==> src/design/lfgn_pkg.sv <==
// ----------------------------------------------------------------------------
// Line follower grid navigator package
// Codes, configuration defaults and shared types of the navigator.
// ----------------------------------------------------------------------------
`timescale 1ns / 1ps

package lfgn_pkg;

	localparam int GRID_COUNT_BITS_DEF = 16;
	localparam int CFG_INDEX_BITS      = 3;

	// motor actions
	localparam logic [1:0] MOTOR_REL = 2'd0;
	localparam logic [1:0] MOTOR_FWD = 2'd1;
	localparam logic [1:0] MOTOR_BAK = 2'd2;

	// maneuver codes
	localparam logic [2:0] MAN_FORWARD  = 3'd0;
	localparam logic [2:0] MAN_BACKWARD = 3'd1;
	localparam logic [2:0] MAN_RIGHT    = 3'd2;
	localparam logic [2:0] MAN_LEFT     = 3'd3;
	localparam logic [2:0] MAN_AROUND   = 3'd4;

	// maneuver phases
	localparam logic [2:0] PH_IDLE    = 3'd0;
	localparam logic [2:0] PH_BACKOFF = 3'd1;
	localparam logic [2:0] PH_SWEEP   = 3'd2;
	localparam logic [2:0] PH_FOLLOW  = 3'd3;
	localparam logic [2:0] PH_FINAL   = 3'd4;
	localparam logic [2:0] PH_SPIN    = 3'd5;

	// configuration register indexes
	localparam logic [CFG_INDEX_BITS-1:0] CFG_CRUISE_SPEED   = 3'd0;
	localparam logic [CFG_INDEX_BITS-1:0] CFG_MANEUVER_SPEED = 3'd1;
	localparam logic [CFG_INDEX_BITS-1:0] CFG_SWEEP_LIMIT    = 3'd2;
	localparam logic [CFG_INDEX_BITS-1:0] CFG_CONFIRM_LIMIT  = 3'd3;
	localparam logic [CFG_INDEX_BITS-1:0] CFG_TRAVEL_LIMIT   = 3'd4;
	localparam logic [CFG_INDEX_BITS-1:0] CFG_STOP_LIMIT     = 3'd5;

	typedef struct packed {
		logic [7:0] cruise_speed;
		logic [7:0] maneuver_speed;
		logic [7:0] turn_sweep_limit;
		logic [7:0] mid_confirm_limit;
		logic [7:0] mid_travel_limit;
		logic [7:0] stop_line_limit;
	} lfgn_cfg_t;

	localparam lfgn_cfg_t CFG_RESET = '{
		cruise_speed:      8'd180,
		maneuver_speed:    8'd200,
		turn_sweep_limit:  8'd50,
		mid_confirm_limit: 8'd20,
		mid_travel_limit:  8'd150,
		stop_line_limit:   8'd10
	};

	typedef struct packed {
		logic [2:0] maneuver;
		logic [2:0] phase;
		logic [1:0] mid_stage;
		logic [7:0] phase_cnt;
		logic [7:0] sweep_cnt;
		logic [1:0] motor_one;
		logic [1:0] motor_two;
		logic [7:0] speed;
	} lfgn_state_t;

	localparam lfgn_state_t STATE_RESET = '{
		maneuver:  MAN_FORWARD,
		phase:     PH_IDLE,
		mid_stage: 2'd0,
		phase_cnt: 8'd0,
		sweep_cnt: 8'd0,
		motor_one: MOTOR_REL,
		motor_two: MOTOR_REL,
		speed:     8'd0
	};

	typedef struct packed {
		logic       command;
		logic [2:0] maneuver;
		logic       front_right;
		logic       front_left;
		logic       back_right;
		logic       back_left;
	} lfgn_sample_t;

endpackage

==> src/design/lfgn_if.sv <==
// ----------------------------------------------------------------------------
// Line follower grid navigator channels
// Valid/ready channels for command beats and result beats.
// ----------------------------------------------------------------------------
`timescale 1ns / 1ps

interface lfgn_cmd_if;
	logic       valid;
	logic       ready;
	logic       command;
	logic [2:0] maneuver;
	logic       front_right;
	logic       front_left;
	logic       back_right;
	logic       back_left;

	modport source (
		output valid, command, maneuver, front_right, front_left, back_right, back_left,
		input  ready
	);
	modport sink (
		input  valid, command, maneuver, front_right, front_left, back_right, back_left,
		output ready
	);
endinterface

interface lfgn_res_if;
	logic       valid;
	logic       ready;
	logic [1:0] motor_one_action;
	logic [1:0] motor_two_action;
	logic [7:0] motor_speed;
	logic       maneuver_done;
	logic       busy_res;
	logic [15:0] grid_count;

	modport source (
		output valid, motor_one_action, motor_two_action, motor_speed, maneuver_done,
		       busy_res, grid_count,
		input  ready
	);
	modport sink (
		input  valid, motor_one_action, motor_two_action, motor_speed, maneuver_done,
		       busy_res, grid_count,
		output ready
	);
endinterface

==> src/design/lfgn_step.sv <==
// ----------------------------------------------------------------------------
// Line follower grid navigator step logic
// Next motor commands, phase, counters and grid count for one beat.
// ----------------------------------------------------------------------------
`timescale 1ns / 1ps

module lfgn_step #(
	parameter int GRID_COUNT_BITS = lfgn_pkg::GRID_COUNT_BITS_DEF
) (
	input  lfgn_pkg::lfgn_state_t       cur,
	input  logic [GRID_COUNT_BITS-1:0]  grids_cur,
	input  lfgn_pkg::lfgn_cfg_t         cfg,
	input  lfgn_pkg::lfgn_sample_t      smp,
	output lfgn_pkg::lfgn_state_t       nxt,
	output logic [GRID_COUNT_BITS-1:0]  grids_nxt,
	output logic                        done
);
	import lfgn_pkg::*;

	localparam logic [GRID_COUNT_BITS-1:0] GRID_ONE = GRID_COUNT_BITS'(1);

	// side steering by the single-sided sensors; keeps the motors when nothing matches
	function automatic logic [3:0] lateral(input logic fr, input logic fl, input logic br,
		input logic bl, input logic [1:0] d, input logic [3:0] cur_mot);
		logic [3:0] r;
		r = cur_mot;
		if (fr && br) r = {MOTOR_REL, d};
		else if (fl && bl) r = {d, MOTOR_REL};
		else if (bl) r = {MOTOR_BAK, MOTOR_FWD};
		else if (br) r = {MOTOR_FWD, MOTOR_BAK};
		else if (fr) r = {MOTOR_BAK, MOTOR_FWD};
		else if (fl) r = {MOTOR_FWD, MOTOR_BAK};
		return r;
	endfunction

	logic on_fr, on_fl, on_br, on_bl, all_off;
	logic turn, around, watch, do_sweep, stop;
	lfgn_state_t s;
	logic [GRID_COUNT_BITS-1:0] g;
	logic dn;

	// sensor level 0 means over the line
	assign on_fr   = ~smp.front_right;
	assign on_fl   = ~smp.front_left;
	assign on_br   = ~smp.back_right;
	assign on_bl   = ~smp.back_left;
	assign all_off = ~on_fr & ~on_fl & ~on_br & ~on_bl;
	assign turn    = (cur.maneuver != MAN_FORWARD);
	assign around  = (cur.maneuver == MAN_AROUND);

	always_comb begin
		s        = cur;
		g        = grids_cur;
		dn       = 1'b0;
		do_sweep = 1'b0;
		stop     = 1'b0;
		watch    = 1'b0;
		if (smp.command) begin
			if (smp.maneuver <= MAN_AROUND) begin
				s.maneuver  = smp.maneuver;
				s.speed     = (smp.maneuver == MAN_FORWARD) ? cfg.cruise_speed
				                                           : cfg.maneuver_speed;
				s.mid_stage = 2'd0;
				s.phase_cnt = 8'd0;
				s.sweep_cnt = 8'd0;
				if (smp.maneuver == MAN_FORWARD || smp.maneuver == MAN_BACKWARD)
					s.phase = PH_FOLLOW;
				else if (smp.maneuver == MAN_AROUND)
					s.phase = PH_SPIN;
				else
					s.phase = PH_BACKOFF;
			end
		end else begin
			case (cur.phase)
				PH_BACKOFF: begin
					if ((cur.maneuver == MAN_RIGHT) ? on_fr : on_fl) begin
						if (cur.maneuver == MAN_RIGHT) s.motor_one = MOTOR_BAK;
						else s.motor_two = MOTOR_BAK;
					end else begin
						// leave the line: swing the outer motor, this beat also sweeps
						s.motor_one = MOTOR_REL;
						s.motor_two = MOTOR_REL;
						if (cur.maneuver == MAN_RIGHT) s.motor_two = MOTOR_FWD;
						else s.motor_one = MOTOR_FWD;
						s.phase  = PH_SWEEP;
						do_sweep = 1'b1;
					end
				end
				PH_SWEEP: begin
					do_sweep = 1'b1;
				end
				PH_FOLLOW: begin
					if (cur.maneuver == MAN_BACKWARD || around) begin
						if (all_off || (on_bl && on_br) || (on_fr && on_fl && s.mid_stage == 2'd0))
							{s.motor_one, s.motor_two} = {MOTOR_BAK, MOTOR_BAK};
						else
							{s.motor_one, s.motor_two} = lateral(on_fr, on_fl, on_br, on_bl,
								MOTOR_BAK, {s.motor_one, s.motor_two});
						if (!on_bl && !on_br) {s.motor_one, s.motor_two} = {MOTOR_BAK, MOTOR_BAK};
						if (!on_fl && !on_fr) {s.motor_one, s.motor_two} = {MOTOR_BAK, MOTOR_BAK};
						if (on_br && on_bl && s.mid_stage == 2'd0) begin
							{s.motor_one, s.motor_two} = {MOTOR_BAK, MOTOR_BAK};
							s.mid_stage = 2'd1;
						end
						if ((!on_fr || !on_fl) && s.mid_stage == 2'd2)
							s.phase_cnt = s.phase_cnt + 8'd1;
						if (!around && s.mid_stage == 2'd2
						    && s.phase_cnt == cfg.mid_travel_limit) begin
							{s.motor_one, s.motor_two} = {MOTOR_REL, MOTOR_REL};
							s.mid_stage = 2'd3;
							s.phase_cnt = 8'd0;
							s.phase     = PH_FINAL;
							stop        = 1'b1;
						end
						if (!stop) begin
							if (on_fr && on_fl && s.mid_stage == 2'd1) begin
								{s.motor_one, s.motor_two} = {MOTOR_BAK, MOTOR_BAK};
								s.phase_cnt = s.phase_cnt + 8'd1;
							end
							if (s.mid_stage == 2'd1 && s.phase_cnt == cfg.mid_confirm_limit) begin
								s.mid_stage = 2'd2;
								s.phase_cnt = 8'd0;
							end
							if (around && s.mid_stage == 2'd2
							    && s.phase_cnt == cfg.mid_travel_limit) begin
								{s.motor_one, s.motor_two} = {MOTOR_REL, MOTOR_REL};
								s.mid_stage = 2'd3;
								s.phase_cnt = 8'd0;
								s.phase     = PH_FINAL;
							end
						end
					end else begin
						if (all_off || (on_bl && on_br))
							{s.motor_one, s.motor_two} = {MOTOR_FWD, MOTOR_FWD};
						else if (on_fr && on_fl && (turn || s.mid_stage == 2'd1)) begin
							// front pair on the line: maneuver complete
							{s.motor_one, s.motor_two} = {MOTOR_REL, MOTOR_REL};
							g       = g + GRID_ONE;
							s.phase = PH_IDLE;
							dn      = 1'b1;
							stop    = 1'b1;
						end else if (on_fr && on_fl && s.mid_stage == 2'd0)
							{s.motor_one, s.motor_two} = {MOTOR_FWD, MOTOR_FWD};
						else
							{s.motor_one, s.motor_two} = lateral(on_fr, on_fl, on_br, on_bl,
								MOTOR_FWD, {s.motor_one, s.motor_two});
						if (!stop) begin
							if (!on_bl && !on_br) {s.motor_one, s.motor_two} = {MOTOR_FWD, MOTOR_FWD};
							if (!on_fl && !on_fr) {s.motor_one, s.motor_two} = {MOTOR_FWD, MOTOR_FWD};
							if (!turn && on_br && on_bl && s.mid_stage == 2'd0) s.mid_stage = 2'd1;
						end
					end
				end
				PH_FINAL: begin
					if (all_off || (on_bl && on_br))
						{s.motor_one, s.motor_two} = {MOTOR_FWD, MOTOR_FWD};
					else if (on_fr && on_fl)
						s.phase_cnt = s.phase_cnt + 8'd1;
					else
						{s.motor_one, s.motor_two} = lateral(on_fr, on_fl, on_br, on_bl,
							MOTOR_FWD, {s.motor_one, s.motor_two});
					if (!on_bl && !on_br) {s.motor_one, s.motor_two} = {MOTOR_FWD, MOTOR_FWD};
					if (s.phase_cnt == cfg.stop_line_limit) begin
						{s.motor_one, s.motor_two} = {MOTOR_REL, MOTOR_REL};
						g       = g + GRID_ONE;
						s.phase = PH_IDLE;
						dn      = 1'b1;
					end
				end
				PH_SPIN: begin
					{s.motor_one, s.motor_two} = {MOTOR_FWD, MOTOR_BAK};
					if (!on_br && s.mid_stage == 2'd0) s.mid_stage = 2'd1;
					if (on_br && s.mid_stage == 2'd1) s.mid_stage = 2'd2;
					if (on_bl && s.mid_stage == 2'd2) s.mid_stage = 2'd3;
					if (((!on_br && !on_bl) || (!on_fr && !on_fl)) && s.mid_stage == 2'd3) begin
						{s.motor_one, s.motor_two} = {MOTOR_REL, MOTOR_REL};
						s.phase     = PH_FOLLOW;
						s.mid_stage = 2'd0;
						s.phase_cnt = 8'd0;
					end
				end
				default: begin
				end
			endcase
			if (do_sweep) begin
				watch = (cur.maneuver == MAN_RIGHT) ? on_fl : on_fr;
				if (watch && s.mid_stage == 2'd0) s.mid_stage = 2'd1;
				if (!watch && s.mid_stage == 2'd1) s.sweep_cnt = s.sweep_cnt + 8'd1;
				if (watch && s.mid_stage == 2'd2) begin
					// line found again after the sweep: follow it in
					{s.motor_one, s.motor_two} = {MOTOR_REL, MOTOR_REL};
					s.phase     = PH_FOLLOW;
					s.mid_stage = 2'd0;
					s.phase_cnt = 8'd0;
				end else if (s.sweep_cnt == cfg.turn_sweep_limit) begin
					s.mid_stage = 2'd2;
				end
			end
		end
	end

	assign nxt       = s;
	assign grids_nxt = g;
	assign done      = dn;

endmodule

==> src/design/line_follower_grid_navigator.sv <==
// ----------------------------------------------------------------------------
// Line follower grid navigator
// Command beats pass the input register, then the result register.
// Throughput: one beat per cycle unless res.ready stalls; the state loop closes
// through the step logic between the input register and the result register.
// Reset: arst_n clears state, grid count and valids; config takes its defaults.
// ----------------------------------------------------------------------------
`timescale 1ns / 1ps

module line_follower_grid_navigator #(
	parameter int GRID_COUNT_BITS = lfgn_pkg::GRID_COUNT_BITS_DEF
) (
	input  logic                                 clk,
	input  logic                                 arst_n,
	lfgn_cmd_if.sink                             cmd,
	lfgn_res_if.source                           res,
	input  logic                                 cfg_wr_en,
	input  logic [lfgn_pkg::CFG_INDEX_BITS-1:0]  cfg_index,
	input  logic [7:0]                           cfg_wdata
);
	import lfgn_pkg::*;

	lfgn_cfg_t                  cfg_q;
	lfgn_state_t                state_q;
	logic [GRID_COUNT_BITS-1:0] grids_q;

	lfgn_sample_t smp_s1;
	logic         vld_s1;

	logic [1:0]   motor_one_s2, motor_two_s2;
	logic [7:0]   speed_s2;
	logic         done_s2, busy_s2;
	logic [15:0]  grid_s2;
	logic         vld_s2;

	lfgn_state_t                nxt;
	logic [GRID_COUNT_BITS-1:0] grids_nxt;
	logic                       done;
	logic                       adv;

	// stage 1 moves on whenever the result register is free or draining
	assign adv       = vld_s1 && (!vld_s2 || res.ready);
	assign cmd.ready = !vld_s1 || adv;

	always_ff @(posedge clk or negedge arst_n) begin
		if (!arst_n) begin
			cfg_q <= CFG_RESET;
		end else if (cfg_wr_en) begin
			case (cfg_index)
				CFG_CRUISE_SPEED:   cfg_q.cruise_speed      <= cfg_wdata;
				CFG_MANEUVER_SPEED: cfg_q.maneuver_speed    <= cfg_wdata;
				CFG_SWEEP_LIMIT:    cfg_q.turn_sweep_limit  <= cfg_wdata;
				CFG_CONFIRM_LIMIT:  cfg_q.mid_confirm_limit <= cfg_wdata;
				CFG_TRAVEL_LIMIT:   cfg_q.mid_travel_limit  <= cfg_wdata;
				CFG_STOP_LIMIT:     cfg_q.stop_line_limit   <= cfg_wdata;
				default: begin
				end
			endcase
		end
	end

	always_ff @(posedge clk or negedge arst_n) begin
		if (!arst_n) begin
			vld_s1 <= 1'b0;
		end else if (cmd.ready) begin
			vld_s1 <= cmd.valid;
		end
	end

	always_ff @(posedge clk) begin
		if (cmd.valid && cmd.ready) begin
			smp_s1 <= '{
				command:     cmd.command,
				maneuver:    cmd.maneuver,
				front_right: cmd.front_right,
				front_left:  cmd.front_left,
				back_right:  cmd.back_right,
				back_left:   cmd.back_left
			};
		end
	end

	lfgn_step #(
		.GRID_COUNT_BITS(GRID_COUNT_BITS)
	) u_step (
		.cur       (state_q),
		.grids_cur (grids_q),
		.cfg       (cfg_q),
		.smp       (smp_s1),
		.nxt       (nxt),
		.grids_nxt (grids_nxt),
		.done      (done)
	);

	always_ff @(posedge clk or negedge arst_n) begin
		if (!arst_n) begin
			state_q <= STATE_RESET;
			grids_q <= '0;
			vld_s2  <= 1'b0;
		end else begin
			if (adv) begin
				state_q <= nxt;
				grids_q <= grids_nxt;
				vld_s2  <= 1'b1;
			end else if (res.ready) begin
				vld_s2  <= 1'b0;
			end
		end
	end

	always_ff @(posedge clk) begin
		if (adv) begin
			motor_one_s2 <= nxt.motor_one;
			motor_two_s2 <= nxt.motor_two;
			speed_s2     <= nxt.speed;
			done_s2      <= done;
			busy_s2      <= (nxt.phase != PH_IDLE);
			grid_s2      <= 16'(grids_nxt);
		end
	end

	assign res.valid            = vld_s2;
	assign res.motor_one_action = motor_one_s2;
	assign res.motor_two_action = motor_two_s2;
	assign res.motor_speed      = speed_s2;
	assign res.maneuver_done    = done_s2;
	assign res.busy_res         = busy_s2;
	assign res.grid_count       = grid_s2;

endmodule

==> src/flat_wrapper.sv <==
// flat-port wrapper written by rule: the top's interface ports become plain ports
module line_follower_grid_navigator_flat import lfgn_pkg::*;
#(
	parameter int GRID_COUNT_BITS = lfgn_pkg::GRID_COUNT_BITS_DEF
)
  (clk, arst_n, cfg_wr_en, cfg_index, cfg_wdata, cmd_valid, cmd_command, cmd_maneuver, cmd_front_right, cmd_front_left, cmd_back_right, cmd_back_left, cmd_ready, res_valid, res_motor_one_action, res_motor_two_action, res_motor_speed, res_maneuver_done, res_busy_res, res_grid_count, res_ready);
  lfgn_cmd_if cmd_i ();
  lfgn_res_if res_i ();
  input  logic clk;
  input  logic arst_n;
  input  logic cfg_wr_en;
  input  logic [lfgn_pkg::CFG_INDEX_BITS-1:0] cfg_index;
  input  logic [7:0] cfg_wdata;
  input wire logic [$bits(cmd_i.valid)-1:0] cmd_valid;
  input wire logic [$bits(cmd_i.command)-1:0] cmd_command;
  input wire logic [$bits(cmd_i.maneuver)-1:0] cmd_maneuver;
  input wire logic [$bits(cmd_i.front_right)-1:0] cmd_front_right;
  input wire logic [$bits(cmd_i.front_left)-1:0] cmd_front_left;
  input wire logic [$bits(cmd_i.back_right)-1:0] cmd_back_right;
  input wire logic [$bits(cmd_i.back_left)-1:0] cmd_back_left;
  output wire logic [$bits(cmd_i.ready)-1:0] cmd_ready;
  output wire logic [$bits(res_i.valid)-1:0] res_valid;
  output wire logic [$bits(res_i.motor_one_action)-1:0] res_motor_one_action;
  output wire logic [$bits(res_i.motor_two_action)-1:0] res_motor_two_action;
  output wire logic [$bits(res_i.motor_speed)-1:0] res_motor_speed;
  output wire logic [$bits(res_i.maneuver_done)-1:0] res_maneuver_done;
  output wire logic [$bits(res_i.busy_res)-1:0] res_busy_res;
  output wire logic [$bits(res_i.grid_count)-1:0] res_grid_count;
  input wire logic [$bits(res_i.ready)-1:0] res_ready;
  assign cmd_i.valid = cmd_valid;
  assign cmd_i.command = cmd_command;
  assign cmd_i.maneuver = cmd_maneuver;
  assign cmd_i.front_right = cmd_front_right;
  assign cmd_i.front_left = cmd_front_left;
  assign cmd_i.back_right = cmd_back_right;
  assign cmd_i.back_left = cmd_back_left;
  assign cmd_ready = cmd_i.ready;
  assign res_valid = res_i.valid;
  assign res_motor_one_action = res_i.motor_one_action;
  assign res_motor_two_action = res_i.motor_two_action;
  assign res_motor_speed = res_i.motor_speed;
  assign res_maneuver_done = res_i.maneuver_done;
  assign res_busy_res = res_i.busy_res;
  assign res_grid_count = res_i.grid_count;
  assign res_i.ready = res_ready;
  line_follower_grid_navigator #(.GRID_COUNT_BITS(GRID_COUNT_BITS)) u_core (.clk(clk), .arst_n(arst_n), .cmd(cmd_i), .res(res_i), .cfg_wr_en(cfg_wr_en), .cfg_index(cfg_index), .cfg_wdata(cfg_wdata));
endmodule
==> config.mk <==
export PLATFORM = sky130hd
export DESIGN_NAME = line_follower_grid_navigator_flat
export DESIGN_NICKNAME = d
export VERILOG_FILES = /design/src/design/lfgn_pkg.sv /design/src/design/lfgn_if.sv /design/src/design/lfgn_step.sv /design/src/design/line_follower_grid_navigator.sv /design/src/flat_wrapper.sv
export SDC_FILE = /design/constraint.sdc
export NUM_CORES = 1
export LEC_CHECK = 0
export BUFFER_PORTS_ARGS = -buffer_cell sky130_fd_sc_hd__buf_2
export CAP_MARGIN = 20
export CORE_UTILIZATION = 56
export CTS_CLUSTER_SIZE = 20
export DETAILED_ROUTE_END_ITERATION = 16
export HOLD_SLACK_MARGIN = 0.03
export PLACE_DENSITY = 0.77
export SLEW_MARGIN = 20
export SYNTH_ARGS = -nofsm -noshare
export SYNTH_HDL_FRONTEND = slang
export SYNTH_SLANG_ARGS = --single-unit
==> constraint.sdc <==
create_clock -name clk -period 5.4 [get_ports clk]
set_input_delay 1.08 -clock clk [delete_from_list [all_inputs] [get_ports clk]]
set_output_delay 1.08 -clock clk [all_outputs]
set_load 0.1 [all_outputs]
==> results of run 1 <==
==> cells by family (layout without fill, tap and decap cells) <==
| group | Yosys count | after routing |
|---|---|---|
| flops | 140 | 140 |
| simple gates | 354 | 354 |
| buf+inv | 58 | 183 |
| compound gates | 251 | 251 |
| fa+ha+maj | 4 | 4 |
| mux | 65 | 65 |
| xor+xnor | 71 | 71 |
==> critical path, stage by stage (launching register included) <==
cell,delay (ns)
sky130_fd_sc_hd__dfrtp_1,0.38
sky130_fd_sc_hd__ha_2,0.19
sky130_fd_sc_hd__nand3_1,0.09
sky130_fd_sc_hd__or2_1,0.23
sky130_fd_sc_hd__or3_1,0.33
sky130_fd_sc_hd__a311oi_2,0.34
sky130_fd_sc_hd__and2_4,0.20
sky130_fd_sc_hd__and3_4,0.18
sky130_fd_sc_hd__nor2_1,0.04
sky130_fd_sc_hd__ha_1,0.22
sky130_fd_sc_hd__buf_4,0.15
sky130_fd_sc_hd__nand3_2,0.10
sky130_fd_sc_hd__a211oi_4,0.06
sky130_fd_sc_hd__xor2_1,0.19
sky130_fd_sc_hd__buf_4,0.17
sky130_fd_sc_hd__a21oi_1,0.19
sky130_fd_sc_hd__a21boi_0,0.26
sky130_fd_sc_hd__nand4_1,0.20
sky130_fd_sc_hd__a211o_1,0.35
sky130_fd_sc_hd__o221a_4,0.28
sky130_fd_sc_hd__a21oi_4,0.24
sky130_fd_sc_hd__and4bb_2,0.27
sky130_fd_sc_hd__a31oi_2,0.18
sky130_fd_sc_hd__a211oi_1,0.08
sky130_fd_sc_hd__a221o_1,0.28
==> state kept, by name, indices dropped and copies added, names as in the netlist <==
name and cells:
u_core.res.motor_one_action 2, u_core.grids_q 16, u_core.smp_s1 8, u_core.res.valid 1
u_core.vld_s1 1, u_core.res.maneuver_done 1, u_core.res.motor_two_action 2, u_core.res.busy_res 1
u_core.res.motor_speed 8, u_core.state_q 36, u_core.cfg_q 48, u_core.res.grid_count 16
==> layer usage <==
layer	vias to the layer above	part of all wire [%]	GRT usage [%]	wire [um]
li1	3701	-	-	-
met1	3942	43	45.9	10900
met2	402	45	47.7	11400
met3	54	8.9	6.64	2260
met4	0	2.6	10.7	649
met5	-	0	0	0
==> power groups by stage <==
stage	Combinational, W	Clock (W)	Sequential [W]
6_report	0.00145	0.00118	0.00150
5_1_grt	0.00156	0.00123	0.00152
4_1_cts	0.00138	0.00119	0.00149
3_5_place_dp	0.00136	0	0.00151
3_3_place_gp	0.00134	0	0.00150
2_1_floorplan	0.000811	0	0.00167
==> layout by cell type (no fill, tap or decap), types with 5 or more instances in the layout <==
| cell type | n |
|---|---|
| sky130_fd_sc_hd__a211oi_1 | 7 |
| sky130_fd_sc_hd__a21o_1 | 9 |
| sky130_fd_sc_hd__a21oi_1 | 51 |
| sky130_fd_sc_hd__a22o_1 | 11 |
| sky130_fd_sc_hd__a31oi_1 | 15 |
| sky130_fd_sc_hd__and2_1 | 7 |
| sky130_fd_sc_hd__and3_1 | 14 |
| sky130_fd_sc_hd__buf_2 | 54 |
| sky130_fd_sc_hd__buf_4 | 81 |
| sky130_fd_sc_hd__clkbuf_16 | 17 |
| sky130_fd_sc_hd__dfrtp_1 | 84 |
| sky130_fd_sc_hd__dfstp_2 | 18 |
| sky130_fd_sc_hd__edfxtp_1 | 38 |
| sky130_fd_sc_hd__inv_1 | 10 |
| sky130_fd_sc_hd__mux2_2 | 54 |
| sky130_fd_sc_hd__mux2i_1 | 11 |
| sky130_fd_sc_hd__nand2_1 | 113 |
| sky130_fd_sc_hd__nand2b_1 | 14 |
| sky130_fd_sc_hd__nand3_1 | 17 |
| sky130_fd_sc_hd__nand3b_1 | 6 |
| sky130_fd_sc_hd__nand4_1 | 9 |
| sky130_fd_sc_hd__nand4b_1 | 6 |
| sky130_fd_sc_hd__nor2_1 | 82 |
| sky130_fd_sc_hd__nor2b_1 | 9 |
| sky130_fd_sc_hd__nor3_1 | 16 |
| sky130_fd_sc_hd__nor3b_1 | 10 |
| sky130_fd_sc_hd__nor4_1 | 6 |
| sky130_fd_sc_hd__o21ai_0 | 65 |
| sky130_fd_sc_hd__o21ai_1 | 6 |
| sky130_fd_sc_hd__o21bai_1 | 7 |
| sky130_fd_sc_hd__o22a_1 | 8 |
| sky130_fd_sc_hd__o22ai_1 | 5 |
| sky130_fd_sc_hd__o31ai_1 | 6 |
| sky130_fd_sc_hd__or3_1 | 5 |
| sky130_fd_sc_hd__xnor2_1 | 38 |
| sky130_fd_sc_hd__xor2_1 | 26 |
==> through the flow <==
stage / hold WS, ns / total power (W) / utilization [%] / area (sq um) / std cells
finish: 0.489 / 0.00414 / 69.1 / 10600 / 1279
global route: 0.498 / 0.00431 / 69.1 / 10600 / 1279
CTS: 0.491 / 0.00406 / 67.6 / 10400 / 1266
detailed placement: 0.477 / 0.00286 / 63.6 / 9770 / 1234
global placement: 0.464 / 0.00284 / 63.6 / 9770 / 1234
floorplan: 0.451 / 0.00248 / - / 8910 / 943
==> how the worst max path moves through the flow <==
stage	startpoint	endpoint	depth (start not counted)
finish	u_core.state_q[20]$_DFFE_PN0P_	u_core.state_q[29]$_DFFE_PN0P_	24
global route	u_core.state_q[20]$_DFFE_PN0P_	u_core.state_q[29]$_DFFE_PN0P_	23
CTS	u_core.state_q[20]$_DFFE_PN0P_	u_core.state_q[29]$_DFFE_PN0P_	23
detailed placement	u_core.state_q[28]$_DFFE_PN0P_	u_core.state_q[29]$_DFFE_PN0P_	23
global placement	u_core.state_q[21]$_DFFE_PN0P_	u_core.res.motor_one_action[0]$_DFFE_PP_	24
floorplan	u_core.state_q[21]$_DFFE_PN0P_	u_core.state_q[29]$_DFFE_PN0P_	25
==> area by class of cell <==
type                    count  area share, %
multi-input cells         745           47.7
clock inverters            14           1.50
flip-flops and latches    140           35.0
repair buffers            140           8.85
inverters                  11          0.389
well taps                 211           2.49
clock buffers              18           4.04
==> repair_timing <==
item / 4_1_cts / 5_1_grt
setup buffers: 0 / 12
pin swaps: 1 / 15
setup endpoints to repair: 7 / 27
resized for setup: 4 / 28
==> results.json, run 1 <==
{
  "tritoncts_buffer_count": 17,
  "synth_seq_cells": 140,
  "cell_types_with_the_largest_area_share_after_synthesis": "sky130_fd_sc_hd__dfrtp_1 24%, sky130_fd_sc_hd__edfxtp_1 13%, sky130_fd_sc_hd__mux2_2 6.8%, sky130_fd_sc_hd__dfstp_2 5.3%, sky130_fd_sc_hd__nand2_1 4.8%",
  "clock_tree_from_tritoncts": "built",
  "crit_path_start_kind": "flop",
  "critical_path.reg2reg.startpoint": "u_core.state_q[20]$_DFFE_PN0P_",
  "number_of_global_route_vias_before_repair": 7348,
  "maxCapViolations": 0,
  "timing.critical_path.fanout_max": 6,
  "number_of_drc_violations_after_detailed_routing_iteration_0": 774,
  "yosys-top-cells-count": "114 x sky130_fd_sc_hd__nand2_1, 84 x sky130_fd_sc_hd__dfrtp_1, 82 x sky130_fd_sc_hd__nor2_1, 67 x sky130_fd_sc_hd__o21ai_0, 54 x sky130_fd_sc_hd__mux2_2",
  "tightestPinTransition_ns": 0.895,
  "ant_nets": 0,
  "power-per-cell-area_mw_per_mm2": 390,
  "worst_setup_hold_path_clk_slew_ns": 0.07,
  "endpoint_kind": "flop",
  "number_of_vias_per_cell_after_detailed_routing": 6.33,
  "antenna_found_initial": 0,
  "synth_compound_area_share_pct": 18.7,
  "share_of_synthesized_cell_area_in_and_or_nand_and_nor_gates_pct": 20.6,
  "fin_tns_setup_ns": 0,
  "grt_max_degree": 59,
  "wl_mm": 25.3,
  "place_hpwl_mm": 17.7,
  "synth.cell_area_sq_mm": 0.00890,
  "master_cell_of_the_clock_root_buffer": "sky130_fd_sc_hd__clkbuf_16",
  "post_synth_adder_cell_area_pct": 0.562,
  "power.internal_w": 0.00253,
  "die-width_um": 128,
  "power.switching_fraction_pct": 38.9,
  "routabilityCongestion": 1.00,
  "timing.max_slew.rel_slack_pct": 39.7,
  "reg2regPathDepth": 24,
  "synth_instances": 943,
  "route.vias.total": 8099,
  "ys_types": 88,
  "core.rowCount": 45,
  "synth_area_per_inst_sq_um": 9.44,
  "worst_skew_pair.late_latency_ns": 0.43,
  "leakage_nw": 4.28,
  "initial_core_util_pct": 57.9,
  "reg2reg_to": "u_core.state_q[29]$_DFFE_PN0P_",
  "yosysSeqAreaShare_pct": 41.7,
  "post-synth-top-area-cell": "sky130_fd_sc_hd__dfrtp_1",
  "overflow": 0,
  "sequentialPowerShare_pct": 36.3,
  "multiInputGateArea_sq_mm": 0.00506,
  "yosys.cell_count.top_type": "sky130_fd_sc_hd__nand2_1",
  "clock_sink_count": 140,
  "nets": 1083,
  "arrival_time_at_the_worst_endpoint_ns": 5.61,
  "track_usage_pct": 31.8,
  "clockPowerShare_pct": 28.6,
  "max_clock_freq_mhz": 189,
  "holdBufCountCts": 0,
  "synthesis.yosys.warnings": 0,
  "h_tree_level_count": 4,
  "regToRegSetupSlack_ns": 0.1,
  "cp.required_ns": 5.71,
  "p_comb_share_pct": 35.1,
  "layout.filler_cells": 1211,
  "core_box_area_sq_mm": 0.0154,
  "dieArea_sq_mm": 0.0164,
  "report.final.hold_viol_count": 0,
  "final_critical_path_setup_slack_ns": 0.0979,
  "portBuffers": 55,
  "worstSetupPathType": "flop to flop",
  "yosys.area.top_type_share_pct": 23.6,
  "syn_nets": 971,
  "power.switching_w": 0.00161,
  "main_combinational_cell_family_by_area_after_synthesis": "simple AND/OR/NAND/NOR gates",
  "remaining_drc_errors": 0,
  "fin_crit_sh_pct": 98.2,
  "ir_worst_vdd_mv": 0.279,
  "minimum_period_implied_by_the_final_worst_setup_slack_ns": 5.30,
  "min_path_cells": 1,
  "report.final.setup_viol": 0,
  "parity_gate_share_of_the_synthesized_area_counting_xor_and_xnor_cells_pct": 7.45,
  "synth_enable_flop_cells": 38,
  "number_of_buffers_between_clock_root_and_the_deepest_sink": 2,
  "num_io_pins": 56,
  "outcome": "complete, no violations",
  "drtPass1Iterations": 6,
  "timing.hold.worst_endpoint": "u_core.grids_q[15]$_DFFE_PN0P_",
  "area_growth_pct": 19.2,
  "routedWlPerCell_um": 19.8,
  "synthMuxAreaShare_pct": 8.07,
  "worst_hold_path_type": "flop to flop",
  "drive_above_1_share_pct": 27.0,
  "worst_hold_startpoint": "u_core.grids_q[15]$_DFFE_PN0P_",
  "worst_clock_skew_ns": 0.0154,
  "timing_max_transition_violations_final": 0,
  "sequential_cell_area_sq_mm": 0.00372,
  "synth_ff_type": "sky130_fd_sc_hd__dfrtp_1",
  "post-place-ws_ns": -0.0844,
  "async_reset_ff_share_pct": 72.9,
  "antenna-diode-count": 0,
  "first_pass_grt_wire_length_mm": 39.8,
  "die-height_um": 128
}
Note: power is estimated with default switching activity, not from simulation.
==> inputs of run 2 (changes only) <==
--- a/config.mk
+++ b/config.mk
@@ -5,6 +5,7 @@
 export SDC_FILE = /design/constraint.sdc
 export NUM_CORES = 1
 export LEC_CHECK = 0
+export ABC_AREA = 1
 export BUFFER_PORTS_ARGS = -buffer_cell sky130_fd_sc_hd__buf_2
 export CAP_MARGIN = 20
 export CORE_UTILIZATION = 56
==> run 2 against run 1 <==
Maximum frequency grew 7.1%. Clock skew shrank 0.0012 ns. Wire length shrank 4.8%. Cell area shrank 6.4%. Global-route usage shrank 0.85 points. Count of clock-buffer cells in the layout grew 1. Synthesized cell count grew 26%. Sequential power grew 11%. Non-clock buffer count shrank 57. Via count grew 5.8%.
==> results.json, run 2 <==
{
  "drive_above_1_share_pct": 15.0,
  "top_register": "u_core.cfg_q",
  "post-place-ws_ns": 0.254,
  "finalHoldWorstSlack_ns": 0.484,
  "yosys.area.top_type_share_pct": 24.1,
  "fin_crit_sh_pct": 91.7,
  "place_hpwl_mm": 17.0,
  "async_reset_ff_share_pct": 72.9,
  "arrival_time_at_the_worst_endpoint_ns": 5.27,
  "power-per-cell-area_mw_per_mm2": 554,
  "use_met3_pct": 5.99,
  "timing_max_transition_violations_final": 0,
  "final_critical_path_setup_slack_ns": 0.449,
  "drtPass1Iterations": 5,
  "syn_nets": 1213,
  "worstSetupPathType": "flop to flop",
  "timing.critical_path.fanout_max": 12,
  "core.rowCount": 45,
  "endpoint_kind": "flop",
  "yosys.cell_count.top_type": "sky130_fd_sc_hd__nand2_1",
  "synth_seq_cells": 140,
  "cp.required_ns": 5.72,
  "synth_area_per_inst_sq_um": 7.37,
  "ys_types": 53,
  "nets": 1285,
  "worst_clock_skew_ns": 0.0143,
  "dieArea_sq_mm": 0.0161,
  "synthesis.yosys.warnings": 0,
  "number_of_global_route_vias_before_repair": 7723,
  "antenna_found_initial": 0,
  "ir_worst_vdd_mv": 0.330,
  "wl_mm": 24.1,
  "tritoncts_buffer_count": 17,
  "met1_usage_pct": 42.4,
  "crit_path_start_kind": "flop",
  "yosysSeqAreaShare_pct": 42.5,
  "core_box_area_sq_mm": 0.0152,
  "routabilityCongestion": 0.964,
  "ant_nets": 0,
  "worst_hold_path_type": "flop to flop",
  "fin_tns_setup_ns": 0,
  "post-synth-top-area-cell": "sky130_fd_sc_hd__dfrtp_1",
  "h_tree_level_count": 4,
  "die-height_um": 127,
  "overflow": 0,
  "remaining_drc_errors": 0,
  "maxCapViolations": 0,
  "portBuffers": 55,
  "final_area_sq_mm": 0.00993,
  "report.final.hold_viol_count": 0,
  "area_growth_pct": 13.7,
  "critical_path.reg2reg.startpoint": "u_core.state_q[29]$_DFFE_PN0P_",
  "reg_top3": "u_core.cfg_q (48), u_core.state_q (36)",
  "grt_busiest_layer": "met2",
  "max_clock_freq_mhz": 202,
  "tightestPinTransition_ns": 1.03,
  "worst_path_max_delay_cell": "sky130_fd_sc_hd__dfrtp_1",
  "max_ffs_per_register": 48,
  "worst_skew_pair.late_latency_ns": 0.44,
  "first_pass_grt_wire_length_mm": 38.4,
  "synth.cell_area_sq_mm": 0.00874,
  "detailed_place.area_sq_mm": 0.00922,
  "path_common_cell": "sky130_fd_sc_hd__nand2_1",
  "antenna-diode-count": 0,
  "min_path_cells": 2,
  "layout_commonest_cell": "sky130_fd_sc_hd__nand2_1",
  "number_of_buffers_between_clock_root_and_the_deepest_sink": 2,
  "synth_ff_type": "sky130_fd_sc_hd__dfrtp_1",
  "cell_types_with_the_largest_area_share_after_synthesis": "sky130_fd_sc_hd__dfrtp_1 24%, sky130_fd_sc_hd__nand2_1 13%, sky130_fd_sc_hd__edfxtp_1 13%, sky130_fd_sc_hd__o21ai_0 8.7%, sky130_fd_sc_hd__inv_1 6.3%",
  "track_usage_pct": 31.0,
  "timing.max_slew.rel_slack_pct": 31.4,
  "outcome": "complete, no violations",
  "reg2reg_to": "u_core.state_q[28]$_DFFE_PN0P_",
  "clock_sink_count": 140,
  "master_cell_of_the_clock_root_buffer": "sky130_fd_sc_hd__clkbuf_16",
  "report.final.setup_viol": 0,
  "num_io_pins": 56,
  "number_of_vias_per_cell_after_detailed_routing": 5.88,
  "met2_usage_pct": 49.0,
  "reg2regPathDepth": 42,
  "yosys-top-cells-count": "308 x sky130_fd_sc_hd__nand2_1, 151 x sky130_fd_sc_hd__o21ai_0, 147 x sky130_fd_sc_hd__inv_1, 96 x sky130_fd_sc_hd__nor2_1",
  "synth_instances": 1185,
  "worst_setup_hold_path_clk_slew_ns": 0.07,
  "routedWlPerCell_um": 16.5,
  "layout.cells.most_common_list": "307 x sky130_fd_sc_hd__nand2_1, 151 x sky130_fd_sc_hd__o21ai_0, 146 x sky130_fd_sc_hd__inv_1",
  "minimum_period_implied_by_the_final_worst_setup_slack_ns": 4.95,
  "cpPeakStageDelay_ns": 0.47,
  "leakage_nw": 4.56,
  "die-width_um": 127,
  "regToRegSetupSlack_ns": 0.45,
  "initial_core_util_pct": 57.5,
  "number_of_drc_violations_after_detailed_routing_iteration_0": 959,
  "synth_enable_flop_cells": 38,
  "clock_tree_from_tritoncts": "built",
  "worst_hold_startpoint": "u_core.cfg_q[46]$_DFFE_PN0P_",
  "holdBufCountCts": 0,
  "timing.hold.worst_endpoint": "u_core.cfg_q[46]$_DFFE_PN0P_",
  "route.vias.total": 8569,
  "grt_max_degree": 65
}
==> run 2: cell types whose count changed after synthesis, moves of 35 or more <==
cell	delta
sky130_fd_sc_hd__nand2_1	+194
sky130_fd_sc_hd__o22ai_1	+38
sky130_fd_sc_hd__mux2_2	-53
sky130_fd_sc_hd__nand3_1	+66
sky130_fd_sc_hd__inv_1	+137
sky130_fd_sc_hd__xnor2_1	-35
sky130_fd_sc_hd__o21ai_0	+84
==> run 2: routing by layer <==
| layer | wire length, um | share of wire (%) | vias to the layer above |
|---|---|---|---|
| met5 | 0 | 0 | - |
| met4 | 646 | 2.7 | 0 |
| met3 | 1690 | 7.0 | 60 |
| met2 | 11000 | 46 | 355 |
| met1 | 10700 | 45 | 4014 |
| li1 | - | - | 4140 |
==> run 2: cell families (layout without fill, tap and decap cells) <==
logic type / Yosys count / in the layout / share of synthesized area, %
buffers and inverters: 188 / 272 / 8.56
XOR/XNOR: 17 / 17 / 1.70
AND/OR/NAND/NOR: 568 / 569 / 29.2
AO/OA/AOI/OAI: 267 / 267 / 17.3
multiplexers: 1 / 1 / 0.129
flip-flops: 140 / 140 / 42.5
adder cells (fa/ha/maj): 4 / 4 / 0.573
==> run 2: worst max path at each step <==
stage / endpoint / slack, ns / from
after floorplan: u_core.state_q[28]$_DFFE_PN0P_ / 0.94 / u_core.state_q[20]$_DFFE_PN0P_
after global placement: u_core.state_q[28]$_DFFE_PN0P_ / 0.34 / u_core.state_q[29]$_DFFE_PN0P_
after detailed placement: u_core.state_q[28]$_DFFE_PN0P_ / 0.25 / u_core.smp_s1[3]$_DFFE_PP_
after CTS: u_core.state_q[28]$_DFFE_PN0P_ / 0.18 / u_core.smp_s1[3]$_DFFE_PP_
after global routing: u_core.state_q[29]$_DFFE_PN0P_ / -0.03 / u_core.state_q[21]$_DFFE_PN0P_
final: u_core.state_q[28]$_DFFE_PN0P_ / 0.45 / u_core.state_q[29]$_DFFE_PN0P_
==> run 2: timing repair <==
item / CTS / global route
resized for setup: 0 / 14
setup endpoints to repair: 0 / 29
buffers inserted: 0 / 11
==> run 2: worst max-delay path: cells and delay by family, from the launching register on <==
kind | cells | cell delay (ns)
and+or+nand+nor | 36 | 3.77
buffers and inverters | 3 | 0.21
AOI/OAI and AO/OA | 2 | 0.21
adders and majority gates | 1 | 0.17
DFF | 1 | 0.47
==> run 2: area by class of cell <==
type	instances	area, sq um
Fill cell	1353	5270
Multi-Input combinational cell	858	4320
Sequential cell	140	3720
Inverter	157	592
Timing Repair Buffer	83	488
Clock buffer	19	454
Tap cell	188	235
Clock inverter	13	124
==> run 2: power breakdown <==
part / internal (W) / switching [W] / leakage, nW / total (W)
logic: 0.000774 / 0.00192 / 2.64 / 0.00269
registers: 0.00143 / 0.000230 / 1.64 / 0.00166
clock network: 0.000634 / 0.000517 / 0.272 / 0.00115
==> run 2: through the flow <==
stage,utilization (%),total power (W),cells
6_report,65.3,0.00550,1458
5_1_grt,65.3,0.00585,1458
4_1_cts,64.5,0.00538,1446
3_5_place_dp,60.7,0.00422,1414
3_3_place_gp,60.7,0.00419,1414
2_1_floorplan,-,0.00367,1185
==> inputs of run 3 (changes only) <==
--- a/config.mk
+++ b/config.mk
@@ -8,6 +8,7 @@
 export ABC_AREA = 1
 export BUFFER_PORTS_ARGS = -buffer_cell sky130_fd_sc_hd__buf_2
 export CAP_MARGIN = 20
+export CORE_MARGIN = 1
 export CORE_UTILIZATION = 56
 export CTS_CLUSTER_SIZE = 20
 export DETAILED_ROUTE_END_ITERATION = 16
==> constraint.sdc (replaced) <==
create_clock -name clk -period 5.4 [get_ports clk]
set_input_delay 0 -clock clk [delete_from_list [all_inputs] [get_ports clk]]
set_output_delay 0 -clock clk [all_outputs]
set_load 0.1 [all_outputs]
==> run 3 against run 2 <==
Power is 0.86% lower. Worst setup slack better by 0.037 ns. Register-to-register slack better by 0.04 ns. Via count is 0.76% lower. Critical path depth is 1 higher. Sequential share of layout area is 0.54 points lower. Maximum frequency is 0.76% higher.
==> results.json, run 3 (synthesis gave the netlist of run 2 again) <==
{
  "outcome": "complete, no violations",
  "worst_hold_path_type": "input port to flop",
  "number_of_buffers_between_clock_root_and_the_deepest_sink": 2,
  "routabilityCongestion": 0.971,
  "endpoint_kind": "flop",
  "remaining_drc_errors": 0,
  "worst_setup_hold_path_clk_slew_ns": 0.07,
  "wl_met2_mm": 10.9,
  "power-per-cell-area_mw_per_mm2": 542,
  "wire_length_on_met3_mm": 1.57,
  "portBuffers": 55,
  "number_of_vias_per_cell_after_detailed_routing": 5.78,
  "worstSetupPathType": "flop to flop",
  "timing.max_slew.rel_slack_pct": 31.5,
  "tritoncts_buffer_count": 17,
  "die-height_um": 127,
  "area_growth_pct": 15.3,
  "layout.filler_cells": 1303,
  "report.final.hold_viol_count": 0,
  "antenna_found_initial": 0,
  "routedWlPerCell_um": 16.1,
  "layout_commonest_cell": "sky130_fd_sc_hd__nand2_1",
  "top_signal_layer_used": "met4",
  "core.rowCount": 45,
  "timing_max_transition_violations_final": 0,
  "master_cell_of_the_clock_root_buffer": "sky130_fd_sc_hd__clkbuf_16",
  "ir_worst_vdd_mv": 0.390,
  "number_of_global_route_vias_before_repair": 7724,
  "clock_tree_from_tritoncts": "built",
  "worst_path_max_delay_cell": "sky130_fd_sc_hd__dfrtp_1",
  "overflow": 0,
  "core_box_area_sq_mm": 0.0152,
  "number_of_drc_violations_after_detailed_routing_iteration_0": 862,
  "fin_crit_sh_pct": 91.0,
  "minimum_period_implied_by_the_final_worst_setup_slack_ns": 4.91,
  "maxCapViolations": 0,
  "path_common_cell": "sky130_fd_sc_hd__nand2_1",
  "fin_tns_setup_ns": 0,
  "cpPeakStageDelay_ns": 0.36,
  "timing.critical_path.fanout_max": 19,
  "grt_max_degree": 62,
  "finalHoldWorstSlack_ns": 0.0496,
  "cp.required_ns": 5.72,
  "wl_met1_mm": 10.7,
  "clock_sink_count": 140,
  "track_usage_pct": 30.7,
  "place_hpwl_mm": 17.0,
  "first_pass_grt_wire_length_mm": 38.4,
  "max_clock_freq_mhz": 204,
  "drive_above_1_share_pct": 14.5,
  "drtPass1Iterations": 6,
  "route.vias.total": 8504,
  "die-width_um": 127,
  "reg_top3": "u_core.cfg_q (48), u_core.state_q (36)",
  "num_io_pins": 56,
  "worst_skew_pair.late_latency_ns": 0.43,
  "report.final.setup_viol": 0,
  "top_register": "u_core.cfg_q",
  "tightestPinTransition_ns": 1.03,
  "worst_clock_skew_ns": 0.0131,
  "rsz0062_at_grt": "no",
  "nets": 1298,
  "wl_mm": 23.6,
  "dieArea_sq_mm": 0.0161,
  "crit_path_start_kind": "flop",
  "layout.cells.most_common_list": "308 x sky130_fd_sc_hd__nand2_1, 151 x sky130_fd_sc_hd__o21ai_0, 146 x sky130_fd_sc_hd__inv_1",
  "leakage_nw": 4.63,
  "worstPathBufferInverterCount": 4,
  "max_ffs_per_register": 48,
  "arrival_time_at_the_worst_endpoint_ns": 5.23,
  "h_tree_level_count": 4,
  "ant_nets": 0,
  "cp_top_family": "simple AND/OR/NAND/NOR gates",
  "antenna-diode-count": 0,
  "initial_core_util_pct": 57.5
}
run 3: repair_timing:
| item | CTS | global route |
|---|---|---|
| buffers inserted | 0 | 3 |
| resized for setup | 0 | 10 |
| hold buffers | 18 | 0 |
| endpoints found under the setup margin | 0 | 19 |
| endpoints found under the hold margin | 73 | 0 |
run 3: through the flow:
step | worst slack [ns] | instances | power, W | utilization, % | instance area (sq um)
2_1_floorplan | 0.938 | 1185 | 0.00367 | - | 8740
6_report | 0.487 | 1471 | 0.00545 | 66.3 | 10100
5_1_grt | 0.00240 | 1471 | 0.00581 | 66.3 | 10100
4_1_cts | 0.263 | 1468 | 0.00541 | 65.9 | 10000
3_5_place_dp | 0.340 | 1418 | 0.00423 | 60.8 | 9250
3_3_place_gp | 0.454 | 1418 | 0.00421 | 60.8 | 9250
run 3: routing by layer:
| layer | vias to the layer above | global-route usage (%) |
|---|---|---|
| met5 | - | 0 |
| met4 | 0 | 11.4 |
| met3 | 47 | 5.10 |
| met2 | 334 | 48.5 |
| met1 | 3951 | 42.6 |
| li1 | 4172 | - |
run 3: area by class of cell:
cell class                 instances  area [sq um]  share of cell area [%]
tap                              188           235                    2.34
inverter                         157           592                    5.88
multi-input combinational        857          4300                    42.6
clock inverter                    15           166                    1.65
timing repair buffer              97           638                    6.33
clock buffer                      17           425                    4.22
sequential                       140          3720                    36.9
run 3: worst paths after layout:
path	startpoint	slack, ns	cells after the start	endpoint
worst max-delay path	u_core.state_q[20]$_DFFE_PN0P_	0.49	43	u_core.state_q[28]$_DFFE_PN0P_
worst min-delay path	cfg_wdata[1]	0.05	3	u_core.cfg_q[17]$_DFFE_PN0P_
worst max register to register	u_core.state_q[20]$_DFFE_PN0P_	0.49	43	u_core.state_q[28]$_DFFE_PN0P_
worst min register to register	u_core.cfg_q[33]$_DFFE_PN0P_	0.49	2	u_core.cfg_q[33]$_DFFE_PN0P_
max in group asynchronous	arst_n	4.07	3	u_core.state_q[23]$_DFFE_PN0P_
min in group asynchronous	arst_n	0.11	2	u_core.cfg_q[30]$_DFFE_PN0P_
run 3: where the power goes:
group / switching [W] / total (W) / internal, W / leakage, nW
combinational: 0.00189 / 0.00265 / 0.000756 / 2.69
clock: 0.000536 / 0.00116 / 0.000622 / 0.293
sequential: 0.000222 / 0.00165 / 0.00143 / 1.64
run 3: worst reg2reg max path: cells and delay by family (launching register included):
family          cells  cell delay (ns)
simple gates       35             3.45
compound gates      3             0.46
buf+inv             4             0.39
flops               1             0.36
fa+ha+maj           1             0.17
